**src/dbrs_pkg.sv**
```systemverilog
// ----------------------------------------------------------------------------
// dbrs_pkg
// Shared types and constants for the DAC bias ramp stepper.
// ----------------------------------------------------------------------------
package dbrs_pkg;

    localparam int NUM_CHANNELS_DEF = 32;

    localparam int LEVEL_W = 16;
    localparam int CHAN_W  = 6;
    localparam int MCHAN_W = 5;
    localparam int CFG_IDX_W  = 3;
    localparam int CFG_DATA_W = 16;

    // shared divider: 32-bit dividend, 16-bit divisor
    localparam int DVD_W = 32;
    localparam int DSR_W = 16;

    localparam int STEP_W = 18;
    localparam int STOP_W = 19;
    localparam int QSAT_W = 17;
    localparam int PROD_W = 36;

    localparam logic [CFG_IDX_W-1:0] REG_START_LEVEL    = 3'd0;
    localparam logic [CFG_IDX_W-1:0] REG_END_LEVEL      = 3'd1;
    localparam logic [CFG_IDX_W-1:0] REG_STEP_COUNT     = 3'd2;
    localparam logic [CFG_IDX_W-1:0] REG_DWELL_TICKS    = 3'd3;
    localparam logic [CFG_IDX_W-1:0] REG_LOWER_LIMIT    = 3'd4;
    localparam logic [CFG_IDX_W-1:0] REG_UPPER_LIMIT    = 3'd5;
    localparam logic [CFG_IDX_W-1:0] REG_TARGET_CHANNEL = 3'd6;

    typedef enum logic [1:0] {
        OP_TICK   = 2'd0,
        OP_START  = 2'd1,
        OP_MANUAL = 2'd2
    } op_t;

    typedef enum logic [2:0] {
        S_IDLE,
        S_STEP_DIV,
        S_Q_DIV,
        S_MUL,
        S_CLAMP,
        S_EMIT
    } state_t;

    typedef struct packed {
        logic busy;
        logic done;
    } div_status_t;

endpackage

```
**src/dbrs_div.sv**
```systemverilog
// ----------------------------------------------------------------------------
// dbrs_div
// Iterative restoring divider, one quotient bit per cycle.
// ----------------------------------------------------------------------------
module dbrs_div
    import dbrs_pkg::*;
(
    input  logic             clk,
    input  logic             rst_n,
    input  logic             start,
    input  logic [DVD_W-1:0] dividend,
    input  logic [DSR_W-1:0] divisor,
    output logic [DVD_W-1:0] quotient,
    output div_status_t      status
);

    localparam int CNT_W = $clog2(DVD_W);
    localparam logic [CNT_W-1:0] CNT_LAST = CNT_W'(DVD_W - 1);

    logic             run_reg,  run_next;
    logic             done_reg, done_next;
    logic [CNT_W-1:0] cnt_reg,  cnt_next;
    logic [DSR_W-1:0] rem_reg,  rem_next;
    logic [DSR_W-1:0] dsr_reg,  dsr_next;
    logic [DVD_W-1:0] quo_reg,  quo_next;

    logic [DSR_W:0] shifted;
    logic [DSR_W:0] diff;
    logic           fits;

    assign shifted = {rem_reg, quo_reg[DVD_W-1]};
    assign fits    = shifted >= {1'b0, dsr_reg};
    assign diff    = shifted - {1'b0, dsr_reg};

    always_comb
    begin
        run_next  = run_reg;
        done_next = 1'b0;
        cnt_next  = cnt_reg;
        rem_next  = rem_reg;
        dsr_next  = dsr_reg;
        quo_next  = quo_reg;
        if (start)
        begin
            run_next = 1'b1;
            cnt_next = '0;
            rem_next = '0;
            dsr_next = divisor;
            quo_next = dividend;
        end
        else if (run_reg)
        begin
            // remainder stays below the divisor, so DSR_W bits hold it
            rem_next = fits ? diff[DSR_W-1:0] : shifted[DSR_W-1:0];
            quo_next = {quo_reg[DVD_W-2:0], fits};
            cnt_next = cnt_reg + 1'b1;
            if (cnt_reg == CNT_LAST)
            begin
                run_next  = 1'b0;
                done_next = 1'b1;
            end
        end
    end

    always_ff @(posedge clk or negedge rst_n)
    begin
        if (!rst_n)
        begin
            run_reg  <= 1'b0;
            done_reg <= 1'b0;
            cnt_reg  <= '0;
        end
        else
        begin
            run_reg  <= run_next;
            done_reg <= done_next;
            cnt_reg  <= cnt_next;
        end
    end

    always_ff @(posedge clk)
    begin
        rem_reg <= rem_next;
        dsr_reg <= dsr_next;
        quo_reg <= quo_next;
    end

    assign quotient    = quo_reg;
    assign status.busy = run_reg;
    assign status.done = done_reg;

endmodule

```
**src/dac_bias_ramp_stepper.sv**
```systemverilog
// ----------------------------------------------------------------------------
// dac_bias_ramp_stepper
// Staircase ramp generator for one DAC bus.
// ----------------------------------------------------------------------------
// Usage:
//   Input channel (in_valid/in_ready): op, manual_level, manual_channel.
//   op 0 is a tick, 1 arms the ramp, 2 writes one manual level.
//   Output channel (out_valid/out_ready): level, channel, ramp_active.
//   Registers are written through cfg_write/cfg_index/cfg_data while idle;
//   the user must see to it, as the block does not enforce it. Start items,
//   unknown ops, ticks with no ramp running and manual sets to a channel
//   out of range leave the sequencer idle and give no result. A manual set
//   goes through S_EMIT into the output register. A tick of a running ramp
//   uses one shared restoring divider (the step size on the first tick, the
//   tick/dwell quotient on later ticks), then a multiply and a clamp stage.
//   The block takes one item at a time; in_ready is high when the sequencer
//   is idle. A finished result sits in the output register, so the next item
//   is accepted while it waits; a stalled receiver only holds a later result.
//   Reset clears the ramp, loads the register defaults and leaves the output
//   empty. No memory clearing pass is needed.
// ----------------------------------------------------------------------------
module dac_bias_ramp_stepper
    import dbrs_pkg::*;
#(
    parameter int NUM_CHANNELS = NUM_CHANNELS_DEF
)
(
    input  logic                  clk,
    input  logic                  rst_n,
    input  logic                  cfg_write,
    input  logic [CFG_IDX_W-1:0]  cfg_index,
    input  logic [CFG_DATA_W-1:0] cfg_data,
    input  logic                  in_valid,
    output logic                  in_ready,
    input  logic [1:0]            op,
    input  logic [LEVEL_W-1:0]    manual_level,
    input  logic [MCHAN_W-1:0]    manual_channel,
    output logic                  out_valid,
    input  logic                  out_ready,
    output logic [LEVEL_W-1:0]    level,
    output logic [CHAN_W-1:0]     channel,
    output logic                  ramp_active
);

    localparam logic [6:0]        NCH7     = 7'(NUM_CHANNELS);
    localparam logic [CHAN_W-1:0] ALL_CHAN = CHAN_W'(NUM_CHANNELS);

    // configuration
    logic [LEVEL_W-1:0] start_level_reg, end_level_reg, step_count_reg;
    logic [LEVEL_W-1:0] dwell_ticks_reg, lower_limit_reg, upper_limit_reg;
    logic [CHAN_W-1:0]  target_channel_reg;

    // sequencer and ramp state
    state_t state_reg, state_next;
    logic                     running_reg,    running_next;
    logic [DVD_W-1:0]         tick_index_reg, tick_index_next;
    logic signed [STEP_W-1:0] step_reg,       step_next;
    logic signed [STOP_W-1:0] stop_reg,       stop_next;
    logic [LEVEL_W-1:0]       held_start_reg, held_start_next;
    logic [DSR_W-1:0]         held_dwell_reg, held_dwell_next;
    logic                     diff_neg_reg,   diff_neg_next;
    logic [QSAT_W-1:0]        q_sat_reg,      q_sat_next;
    logic signed [PROD_W-1:0] prod_reg,       prod_next;
    logic [LEVEL_W-1:0]       pend_level_reg, pend_level_next;
    logic [CHAN_W-1:0]        pend_chan_reg,  pend_chan_next;
    logic                     pend_active_reg, pend_active_next;
    logic                     out_valid_reg,  out_valid_next;
    logic [LEVEL_W-1:0]       level_reg,      level_next;
    logic [CHAN_W-1:0]        channel_reg,    channel_next;
    logic                     ramp_active_reg, ramp_active_next;

    // divider hookup
    logic             div_start;
    logic [DVD_W-1:0] div_dividend;
    logic [DSR_W-1:0] div_divisor;
    logic [DVD_W-1:0] div_quotient;
    div_status_t      div_st;

    logic                 accept_in;
    logic                 out_free;
    logic                 manual_ok;
    logic signed [16:0]   diff;
    logic [LEVEL_W-1:0]   diff_mag;
    logic [DSR_W-1:0]     count_nz;
    logic [DSR_W-1:0]     dwell_nz;
    logic [LEVEL_W-1:0]   q_mag;
    logic signed [STEP_W-1:0] step_calc;
    logic signed [PROD_W-1:0] v_raw;
    logic [LEVEL_W-1:0]   v_hi;
    logic [LEVEL_W-1:0]   v_cl;
    logic signed [19:0]   v_cmp;
    logic signed [19:0]   stop_cmp;
    logic                 stop_hit;
    logic [CHAN_W-1:0]    ramp_chan;

    assign in_ready  = (state_reg == S_IDLE);
    assign accept_in = in_valid && in_ready;
    assign out_free  = !out_valid_reg || out_ready;
    assign manual_ok = {2'b00, manual_channel} < NCH7;

    assign diff     = $signed({1'b0, end_level_reg}) - $signed({1'b0, start_level_reg});
    assign diff_mag = diff[16] ? LEVEL_W'(-diff) : diff[LEVEL_W-1:0];
    assign count_nz = (step_count_reg == '0) ? DSR_W'(1) : step_count_reg;
    assign dwell_nz = (dwell_ticks_reg == '0) ? DSR_W'(1) : dwell_ticks_reg;

    // truncated step with magnitude of at least one
    assign q_mag = div_quotient[LEVEL_W-1:0];
    always_comb
    begin
        if (q_mag == '0)
            step_calc = diff_neg_reg ? -STEP_W'(1) : STEP_W'(1);
        else if (diff_neg_reg)
            step_calc = -$signed({2'b00, q_mag});
        else
            step_calc = $signed({2'b00, q_mag});
    end

    // a quotient past 17 bits clamps to a limit anyway
    assign v_raw = $signed({20'd0, held_start_reg}) + prod_reg;
    assign v_hi  = (v_raw > $signed({20'd0, upper_limit_reg})) ? upper_limit_reg
                                                              : v_raw[LEVEL_W-1:0];
    assign v_cl  = (v_raw > $signed({20'd0, upper_limit_reg}) ? upper_limit_reg < lower_limit_reg
                                                              : v_raw < $signed({20'd0, lower_limit_reg}))
                   ? lower_limit_reg : v_hi;
    assign v_cmp    = $signed({4'd0, v_cl});
    assign stop_cmp = 20'(stop_reg);
    assign stop_hit = step_reg[STEP_W-1]
                      ? (v_cmp <= stop_cmp || v_cl <= lower_limit_reg)
                      : (v_cmp >= stop_cmp || v_cl >= upper_limit_reg);

    assign ramp_chan = ({1'b0, target_channel_reg} < NCH7) ? target_channel_reg : ALL_CHAN;

    dbrs_div u_div (
        .clk      (clk),
        .rst_n    (rst_n),
        .start    (div_start),
        .dividend (div_dividend),
        .divisor  (div_divisor),
        .quotient (div_quotient),
        .status   (div_st)
    );

    // next state
    always_comb
    begin
        state_next = state_reg;
        case (state_reg)
            S_IDLE:
            begin
                if (accept_in)
                begin
                    case (op)
                        OP_TICK:
                        begin
                            if (running_reg)
                                state_next = (tick_index_reg == '0) ? S_STEP_DIV : S_Q_DIV;
                        end
                        OP_MANUAL:
                        begin
                            if (manual_ok)
                                state_next = S_EMIT;
                        end
                        default: state_next = S_IDLE;
                    endcase
                end
            end
            S_STEP_DIV: if (div_st.done) state_next = S_MUL;
            S_Q_DIV:    if (div_st.done) state_next = S_MUL;
            S_MUL:      state_next = S_CLAMP;
            S_CLAMP:    state_next = S_EMIT;
            S_EMIT:     if (out_free) state_next = S_IDLE;
            default:    state_next = S_IDLE;
        endcase
    end

    // datapath and outputs
    always_comb
    begin
        running_next     = running_reg;
        tick_index_next  = tick_index_reg;
        step_next        = step_reg;
        stop_next        = stop_reg;
        held_start_next  = held_start_reg;
        held_dwell_next  = held_dwell_reg;
        diff_neg_next    = diff_neg_reg;
        q_sat_next       = q_sat_reg;
        prod_next        = prod_reg;
        pend_level_next  = pend_level_reg;
        pend_chan_next   = pend_chan_reg;
        pend_active_next = pend_active_reg;
        level_next       = level_reg;
        channel_next     = channel_reg;
        ramp_active_next = ramp_active_reg;
        out_valid_next   = out_valid_reg && !out_ready;
        div_start        = 1'b0;
        div_dividend     = tick_index_reg;
        div_divisor      = held_dwell_reg;

        case (state_reg)
            S_IDLE:
            begin
                if (accept_in)
                begin
                    case (op)
                        OP_TICK:
                        begin
                            if (!running_reg)
                                tick_index_next = '0;
                            else if (tick_index_reg == '0)
                            begin
                                div_start       = 1'b1;
                                div_dividend    = {{(DVD_W-LEVEL_W){1'b0}}, diff_mag};
                                div_divisor     = count_nz;
                                diff_neg_next   = diff[16];
                                held_start_next = start_level_reg;
                                held_dwell_next = dwell_nz;
                            end
                            else
                                div_start = 1'b1;
                        end
                        OP_START:
                        begin
                            running_next    = 1'b1;
                            tick_index_next = '0;
                        end
                        OP_MANUAL:
                        begin
                            running_next     = 1'b0;
                            tick_index_next  = '0;
                            pend_level_next  = manual_level;
                            pend_chan_next   = {1'b0, manual_channel};
                            pend_active_next = 1'b0;
                        end
                        default: ;
                    endcase
                end
            end
            S_STEP_DIV:
            begin
                if (div_st.done)
                begin
                    step_next  = step_calc;
                    stop_next  = $signed({3'b000, end_level_reg}) + STOP_W'(step_calc);
                    q_sat_next = '0;
                end
            end
            S_Q_DIV:
            begin
                if (div_st.done)
                    q_sat_next = (div_quotient[DVD_W-1:QSAT_W] != '0) ? '1
                                                                       : div_quotient[QSAT_W-1:0];
            end
            S_MUL:
                prod_next = PROD_W'($signed({1'b0, q_sat_reg}) * step_reg);
            S_CLAMP:
            begin
                tick_index_next  = tick_index_reg + 1'b1;
                running_next     = !stop_hit;
                pend_level_next  = v_cl;
                pend_chan_next   = ramp_chan;
                pend_active_next = !stop_hit;
            end
            S_EMIT:
            begin
                if (out_free)
                begin
                    out_valid_next   = 1'b1;
                    level_next       = pend_level_reg;
                    channel_next     = pend_chan_reg;
                    ramp_active_next = pend_active_reg;
                end
            end
            default: ;
        endcase
    end

    always_ff @(posedge clk or negedge rst_n)
    begin
        if (!rst_n)
        begin
            start_level_reg    <= '0;
            end_level_reg      <= '0;
            step_count_reg     <= LEVEL_W'(1);
            dwell_ticks_reg    <= LEVEL_W'(1);
            lower_limit_reg    <= '0;
            upper_limit_reg    <= '1;
            target_channel_reg <= ALL_CHAN;
        end
        else if (cfg_write)
        begin
            case (cfg_index)
                REG_START_LEVEL:    start_level_reg    <= cfg_data;
                REG_END_LEVEL:      end_level_reg      <= cfg_data;
                REG_STEP_COUNT:     step_count_reg     <= cfg_data;
                REG_DWELL_TICKS:    dwell_ticks_reg    <= cfg_data;
                REG_LOWER_LIMIT:    lower_limit_reg    <= cfg_data;
                REG_UPPER_LIMIT:    upper_limit_reg    <= cfg_data;
                REG_TARGET_CHANNEL: target_channel_reg <= cfg_data[CHAN_W-1:0];
                default: ;
            endcase
        end
    end

    always_ff @(posedge clk or negedge rst_n)
    begin
        if (!rst_n)
        begin
            state_reg      <= S_IDLE;
            running_reg    <= 1'b0;
            tick_index_reg <= '0;
            step_reg       <= STEP_W'(1);
            stop_reg       <= '0;
            held_start_reg <= '0;
            held_dwell_reg <= DSR_W'(1);
            out_valid_reg  <= 1'b0;
        end
        else
        begin
            state_reg      <= state_next;
            running_reg    <= running_next;
            tick_index_reg <= tick_index_next;
            step_reg       <= step_next;
            stop_reg       <= stop_next;
            held_start_reg <= held_start_next;
            held_dwell_reg <= held_dwell_next;
            out_valid_reg  <= out_valid_next;
        end
    end

    always_ff @(posedge clk)
    begin
        diff_neg_reg    <= diff_neg_next;
        q_sat_reg       <= q_sat_next;
        prod_reg        <= prod_next;
        pend_level_reg  <= pend_level_next;
        pend_chan_reg   <= pend_chan_next;
        pend_active_reg <= pend_active_next;
        level_reg       <= level_next;
        channel_reg     <= channel_next;
        ramp_active_reg <= ramp_active_next;
    end

    assign out_valid   = out_valid_reg;
    assign level       = level_reg;
    assign channel     = channel_reg;
    assign ramp_active = ramp_active_reg;

    // divider completes only while the sequencer waits on it
    a_div_done_state: assert property (@(posedge clk) disable iff (!rst_n)
        div_st.done |-> (state_reg == S_STEP_DIV || state_reg == S_Q_DIV))
        else $error("divider finished outside a divide state");

    a_step_nonzero: assert property (@(posedge clk) disable iff (!rst_n)
        step_reg != '0)
        else $error("ramp step is zero");

    a_dwell_nonzero: assert property (@(posedge clk) disable iff (!rst_n)
        held_dwell_reg != '0)
        else $error("held dwell is zero");

    a_idle_tick_clears: assert property (@(posedge clk) disable iff (!rst_n)
        (accept_in && op == OP_TICK && !running_reg) |=> (tick_index_reg == '0))
        else $error("idle tick left the tick index nonzero");

endmodule
```
**config.mk**
```make
export PLATFORM = sky130hd
export DESIGN_NAME = dac_bias_ramp_stepper
export DESIGN_NICKNAME = d
export VERILOG_FILES = /design/src/dbrs_pkg.sv /design/src/dbrs_div.sv /design/src/dac_bias_ramp_stepper.sv
export SDC_FILE = /design/constraint.sdc
export NUM_CORES = 2
export LEC_CHECK = 0
export BUFFER_PORTS_ARGS = -buffer_cell sky130_fd_sc_hd__buf_4
export CAP_MARGIN = 20
export CORE_UTILIZATION = 25
export CTS_BUF_LIST = sky130_fd_sc_hd__clkbuf_16
export DETAILED_ROUTE_END_ITERATION = 12
export PLACE_DENSITY_LB_ADDON = 0.15
export REMOVE_ABC_BUFFERS = 1
export SYNTH_ARGS = -nofsm -noshare
export SYNTH_HDL_FRONTEND = slang
export SYNTH_SLANG_ARGS = --single-unit
```
**constraint.sdc**
```tcl
create_clock -name clk -period 14.8 [get_ports clk]
set_clock_uncertainty 0.15 [all_clocks]
set_input_delay 2.96 -clock clk [delete_from_list [all_inputs] [get_ports clk]]
set_output_delay 2.96 -clock clk [all_outputs]
set_load 0.005 [all_outputs]
```
=== After elaboration in Yosys (flattened, before gate mapping) ===
Index checks and enable logic that the tools add are counted.

* Bits in registers: 379
* Input bits: 47
* Output and inout port bits: 25
* Word-level logic and storage cells: 173

* $add $sub $neg: 8
* $mul: 1
* Magnitude comparators: 9
* Equal/unequal tests: 24
* Multiplexer cells: 65
* Reduce and logical (&&, ||, !) cells: 36

{| class="wikitable"
|+ Operator list
! operator !! number
|-
| two-way mux 32 bit || 9
|-
| two-way mux 16 bit || 13
|-
| case mux 32 bit (2 select lines) || 2
|-
| two-way mux 18 bit || 3
|-
| two-way mux 17 bit || 3
|-
| zero test 16 bit || 3
|-
| adder 17 x 36 -> 36 bit || 1
|-
| greater-than comparator 36 x 17 -> 1 bit || 1
|-
| < comparator 36 x 17 -> 1 bit || 1
|-
| multiplier 18 x 18 -> 36 bit || 1
|-
| case mux 17 bit (2 select lines) || 1
|-
| adder 32 x 1 -> 32 bit (second input constant) || 1
|-
| zero test 32 bit || 1
|-
| case mux 16 bit (2 select lines) || 1
|-
| adder 17 x 18 -> 19 bit || 1
|-
| greater-or-equal comparator 17 x 19 -> 1 bit || 1
|-
| <= comparator 17 x 19 -> 1 bit || 1
|-
| two-way mux 6 bit || 3
|-
| negation 16 -> 18 bit || 1
|-
| AND reduction 2 bit || 9
|-
| greater-or-equal comparator 17 x 16 -> 1 bit || 1
|-
| two-way mux 1 bit || 17
|-
| subtractor 16 x 16 -> 17 bit || 1
|-
| greater-or-equal comparator 16 bit || 1
|-
| 35 further kinds || 66
|}

=== Depth between registers and ports, before layout ===
* Depth in word-level cells: 9
* Gate-level depth with buffers: 36
* Gate-level depth less buffers: 34

=== Modules after synthesis ===
Synthesis repeated with hierarchy kept, for this count alone.

* Cells, all modules: 3,336
* Area total of the unflattened synthesis: 32,187.1 µm²

{| class="wikitable"
|+ By module, submodules not included
! module !! instances !! cells an instance !! area each (µm²) !! seq. area each (µm²)
|-
| dac_bias_ramp_stepper || 1 || 3,009 || 28,473.6 || 8,234.1
|-
| dbrs_div || 1 || 327 || 3,713.6 || 1,936.9
|}

=== Worst setup path after synthesis ===
OpenSTA, ideal clock, no wires.

* Kind: reg2reg
* From: register step_reg[17]
* To: register prod_reg[34] (data pin)
* Library setup time: 0.258 ns
* Arrival: 6.294 ns
* Data required time: 14.392 ns
* Slack: 8.099 ns
* Cell stages (with the launch flop): 25
* Path buffers: 2
* Period minus slack after synthesis: 6.701 ns
* Path through: dfrtp_1 > clkbuf_1 > clkbuf_1 > nand2b_1 > fa_1 > fa_1 > inv_1 > fa_1 > inv_1 > fa_1 > fa_1 > inv_1 > fa_1 > ha_1 > a21o_1 > a21o_1 > a21oi_1 > o211ai_1 > o2111ai_1 > a21boi_0 > o21a_1 > o21ai_0 > o21ai_0 > a21oi_1 > xnor2_1

* Word-level cells in the longest chain between the ends: 1

{| class="wikitable"
|+ RTL lines
! what !! RTL line !! RTL
|-
| start, declared || dac_bias_ramp_stepper.sv:57 || <nowiki>logic signed [STEP_W-1:0] step_reg, step_next;</nowiki>
|-
| start signal, assigned || dac_bias_ramp_stepper.sv:322 || <nowiki>step_reg <= step_next;</nowiki>
|-
| multiplier 18 x 18 -> 36 bit || dac_bias_ramp_stepper.sv:254 || <nowiki>prod_next = PROD_W'($signed({1'b0, q_sat_reg}) * step_reg);</nowiki>
|-
| end signal, assigned || dac_bias_ramp_stepper.sv:334 || <nowiki>prod_reg <= prod_next;</nowiki>
|-
| end, declared || dac_bias_ramp_stepper.sv:63 || <nowiki>logic signed [PROD_W-1:0] prod_reg, prod_next;</nowiki>
|}

Every way passes these cells.
A chain may end at the register's enable or synchronous reset.

=== Worst setup path after layout ===
* From: register prod_reg[0]
* To: register pend_active_reg (data pin)

* Word-level cells in the longest chain between the ends: 9
* Elaborated cells on any way between the ends: 15
* Those cells by class: add/sub (1); order compare (6); mux (5); reduce/logical (3)

{| class="wikitable"
|+ RTL lines
! what !! RTL line !! RTL
|-
| adder 17 x 36 -> 36 bit (*) || dac_bias_ramp_stepper.sv:119 || <nowiki>assign v_raw = $signed({20'd0, held_start_reg}) + prod_reg;</nowiki>
|-
| greater-than comparator 36 x 17 -> 1 bit / < comparator 36 x 17 -> 1 bit (equally long branches) || dac_bias_ramp_stepper.sv:120, dac_bias_ramp_stepper.sv:122, dac_bias_ramp_stepper.sv:123 ||
|-
| two-way mux 16 bit / two-way mux 1 bit (equally long branches) || dac_bias_ramp_stepper.sv:120, dac_bias_ramp_stepper.sv:122 ||
|-
| two-way mux 16 bit (*) || dac_bias_ramp_stepper.sv:124 || <nowiki>? lower_limit_reg : v_hi;</nowiki>
|-
| greater-or-equal comparator 17 x 19 -> 1 bit (tied with other cells) || dac_bias_ramp_stepper.sv:129 || <nowiki>: (v_cmp >= stop_cmp || v_cl >= upper_limit_reg);</nowiki>
|-
| logical OR 1 bit (on tied branches) || dac_bias_ramp_stepper.sv:129, dac_bias_ramp_stepper.sv:128 ||
|-
| two-way mux 1 bit (*) || dac_bias_ramp_stepper.sv:128 || <nowiki>? (v_cmp <= stop_cmp || v_cl <= lower_limit_reg)</nowiki>
|-
| zero test 1 bit (*) || dac_bias_ramp_stepper.sv:261 || <nowiki>pend_active_next = !stop_hit;</nowiki>
|-
| case mux 1 bit (2 select lines) (*) || dac_bias_ramp_stepper.sv:199 || <nowiki>case (state_reg)</nowiki>
|-
| end signal, assigned || dac_bias_ramp_stepper.sv:337 || <nowiki>pend_active_reg <= pend_active_next;</nowiki>
|-
| end, declared || dac_bias_ramp_stepper.sv:66 || <nowiki>logic pend_active_reg, pend_active_next;</nowiki>
|}

Every way passes the cells marked *; elsewhere a longest branch is shown, timed or not.

==> run metrics <==
Worst Reg-to-Reg Cells 32; Sinks on Clock Net 379; share of synthesized area occupied by flip-flops and latches 31.8%; total number of placement rows 130; max reg flops 36; Hold EP level[3]$_DFFE_PP_; final-stage net count 4017; total via count after detailed routing 23500; worst min path class reg2reg; clock slew at the register clock pins of the worst setup and hold paths 0.06 ns; Worst Hold Path Cells 0; aggregate global-route resource usage 15.0%; standard cell core area 126000 um^2; CTS buffer count 46; area enclosed by the die boundary 129000 um^2; number of diodes 0; first-pass iteration count of the detailed router 6; number of antenna violations at the first check in global routing 6; post-synth top area cell fa_1; via density per instance 4.59; number of failing hold endpoints at the final stage 0; crit start category register; YS warnings 0; global-route wire length before repair 151000 um; 1st-iter DRT viols 1420; number of enable-type register cells in the synthesized netlist 148; Min Clock Period, post-route 8.28 ns; launch point of the worst hold path pend_level_reg[3]$_DFFE_PP_; maximum clock frequency 121 MHz; number of H-tree branching levels 2; area share of the largest cell type after synthesis 15.3%; clock tree from TritonCTS yes; Crit-path slowest cell mux2i_1; antenna-violating nets left 0; proportion of register bits with asynchronous set or reset after synthesis 56.7%; average footprint of a synthesized cell 9.38 um^2; storage element area 10200 um^2; Final Setup Violations 0; largest net degree at the start of global routing 138; setup slack of the worst register-to-register path 6.52 ns; multi-input gate area in the final layout 19900 um^2; HPWL after DPL 73800 um; Synth Cell Area 32000 um^2; synthesized netlist cell count 3410; Place WS 6.35 ns; vias in the first global route 24600; slew of the pin with the lowest slew margin 1.03 ns; leading register cell type out of synthesis dfrtp_1; required time worst endpoint 14.95 ns; number of top-level design ports 72; Residual DRC 0; worst-skew pair later-pin latency 0.62 ns; vertical die dimension 360 um; area growth from synthesis to layout 12.2%; peak fanout along the critical path 16; count of buffers from port buffering 71; worst hold margin 0.249 ns; Worst Setup Slack, final 6.52 ns; effective utilization at floorplan 25.4%; final sum of negative setup slack 0 ns; sum of overflow across all layers after global routing 0; Slew HR 31.2%; type of element capturing the critical path register; period utilization 56.0%; outcome finished clean; max-cap violation count 0; cells resized by post-CTS repair 0; worst voltage drop across the vdd grid 0.0836 mV; routability cong. 0.838; CTS Hold Bufs 0; leading post-synthesis cells by instance count nand2_1 (534), inv_1 (398), ha_1 (299); unique cell type count in the Yosys netlist 76; maximum cell stage delay along the critical path 0.72 ns; buffer cell driving the clock tree root clkbuf_16; fraction of layout instances using a drive strength above 1 8.72%; start of the worst register-to-register path prod_reg[0]$_DFFE_PN_; Routed Wire Length 96400 um; Worst R2R End pend_active_reg$_SDFFCE_PN0P_; crit path DAT 8.44 ns; post-DR wirelength/cell 18.9 um; number of max-slew violations in the final report 0; Crit path top cell by count a21oi_1; Die Width 360 um; #FFs+latches synth 379; critical setup path kind reg2reg; maximum clock insertion buffer count 3; count of buffers added by post-CTS timing repair for setup 0; RSZ-0062 raised after global routing false; cell types occupying the most area after synthesis fa_1 (15%), dfrtp_1 (15%), edfxtp_1 (14%), ha_1 (12%), nand2_1 (6.3%); leak pwr 16.7 nW; count of fill cells added during filler insertion 13500; most frequently used cell type in the post-synthesis netlist nand2_1; power per unit of standard cell area 134 nW/um^2
through the flow:
step                      area [um^2]  util, %  std cells  power [mW]
final                           35900     28.4       5115        4.83
after detailed placement        34400     27.2       5028        3.73
after global placement          34400     27.2       5028        3.74
after floorplan                 31500        -       3276        3.00
after CTS                       35900     28.4       5114        4.89
after global routing            35900     28.4       5115        5.22
worst max-delay path, delay by kind of cell, from the launching register on:
kind | cells | cell delay (ns)
buffers and inverters | 2 | 0.39
DFF | 1 | 0.40
adders and majority gates | 4 | 1.08
muxes | 3 | 1.49
and+or+nand+nor | 9 | 1.60
xor gates and xnor gates | 1 | 0.17
AOI/OAI and AO/OA | 13 | 2.67
area by class of cell:
cell class	count	area share, %
Clock buffer	47	3.28
Clock inverter	39	0.868
Inverter	401	4.19
Multi-Input combinational cell	2496	55.3
Sequential cell	379	28.3
Tap cell	1650	5.75
Timing Repair Buffer	103	2.23
cells by family after synthesis:
| group | Yosys count | synth area share [%] |
|---|---|---|
| muxes | 119 | 4.05 |
| DFF | 379 | 31.8 |
| and+or+nand+nor | 1160 | 17.0 |
| adders and majority gates | 543 | 27.0 |
| AOI/OAI and AO/OA | 548 | 10.5 |
| xor gates and xnor gates | 126 | 3.45 |
| buffers and inverters | 535 | 6.33 |
cell usage in the layout, fill, tap and decap left out, types with 47 or more instances in the layout:
cell	n
ha_1	299
fa_1	244
mux2_2	84
buf_4	100
nor3_1	48
clkbuf_16	47
xnor2_1	80
and2_1	110
nor2_1	177
edfxtp_1	148
inv_1	413
dfrtp_1	194
o21ai_0	199
a21oi_1	129
nand2_1	533
per-layer routing:
metal  up-vias  share of wire, %  global-route usage [%]
li1      11500                 -                       -
met1     11600                49                    21.1
met5         -             0.021                       0
met4         2               1.8                    3.18
met3        82               2.9                    1.71
met2       310                46                    24.7
power by group:
part	leakage, nW	internal, mW	switching, mW	total (mW)
combinational	11.7	0.825	1.28	2.10
sequential	4.26	1.39	0.216	1.60
clock	0.768	0.633	0.489	1.12
worst max path at each step:
stage                          startpoint                            end  slack, ns
floorplan                           op[0]     u_div.dsr_reg[0]$_DFFE_PP_       7.44
global placement    prod_reg[1]$_DFFE_PN_  pend_active_reg$_SDFFCE_PN0P_       6.35
detailed placement  prod_reg[1]$_DFFE_PN_  pend_active_reg$_SDFFCE_PN0P_       6.35
CTS                 prod_reg[1]$_DFFE_PN_  pend_active_reg$_SDFFCE_PN0P_       6.35
global route        prod_reg[0]$_DFFE_PN_  pend_active_reg$_SDFFCE_PN0P_       5.92
finish              prod_reg[0]$_DFFE_PN_  pend_active_reg$_SDFFCE_PN0P_       6.52
No activity file was read; power rests on OpenSTA's default activity.
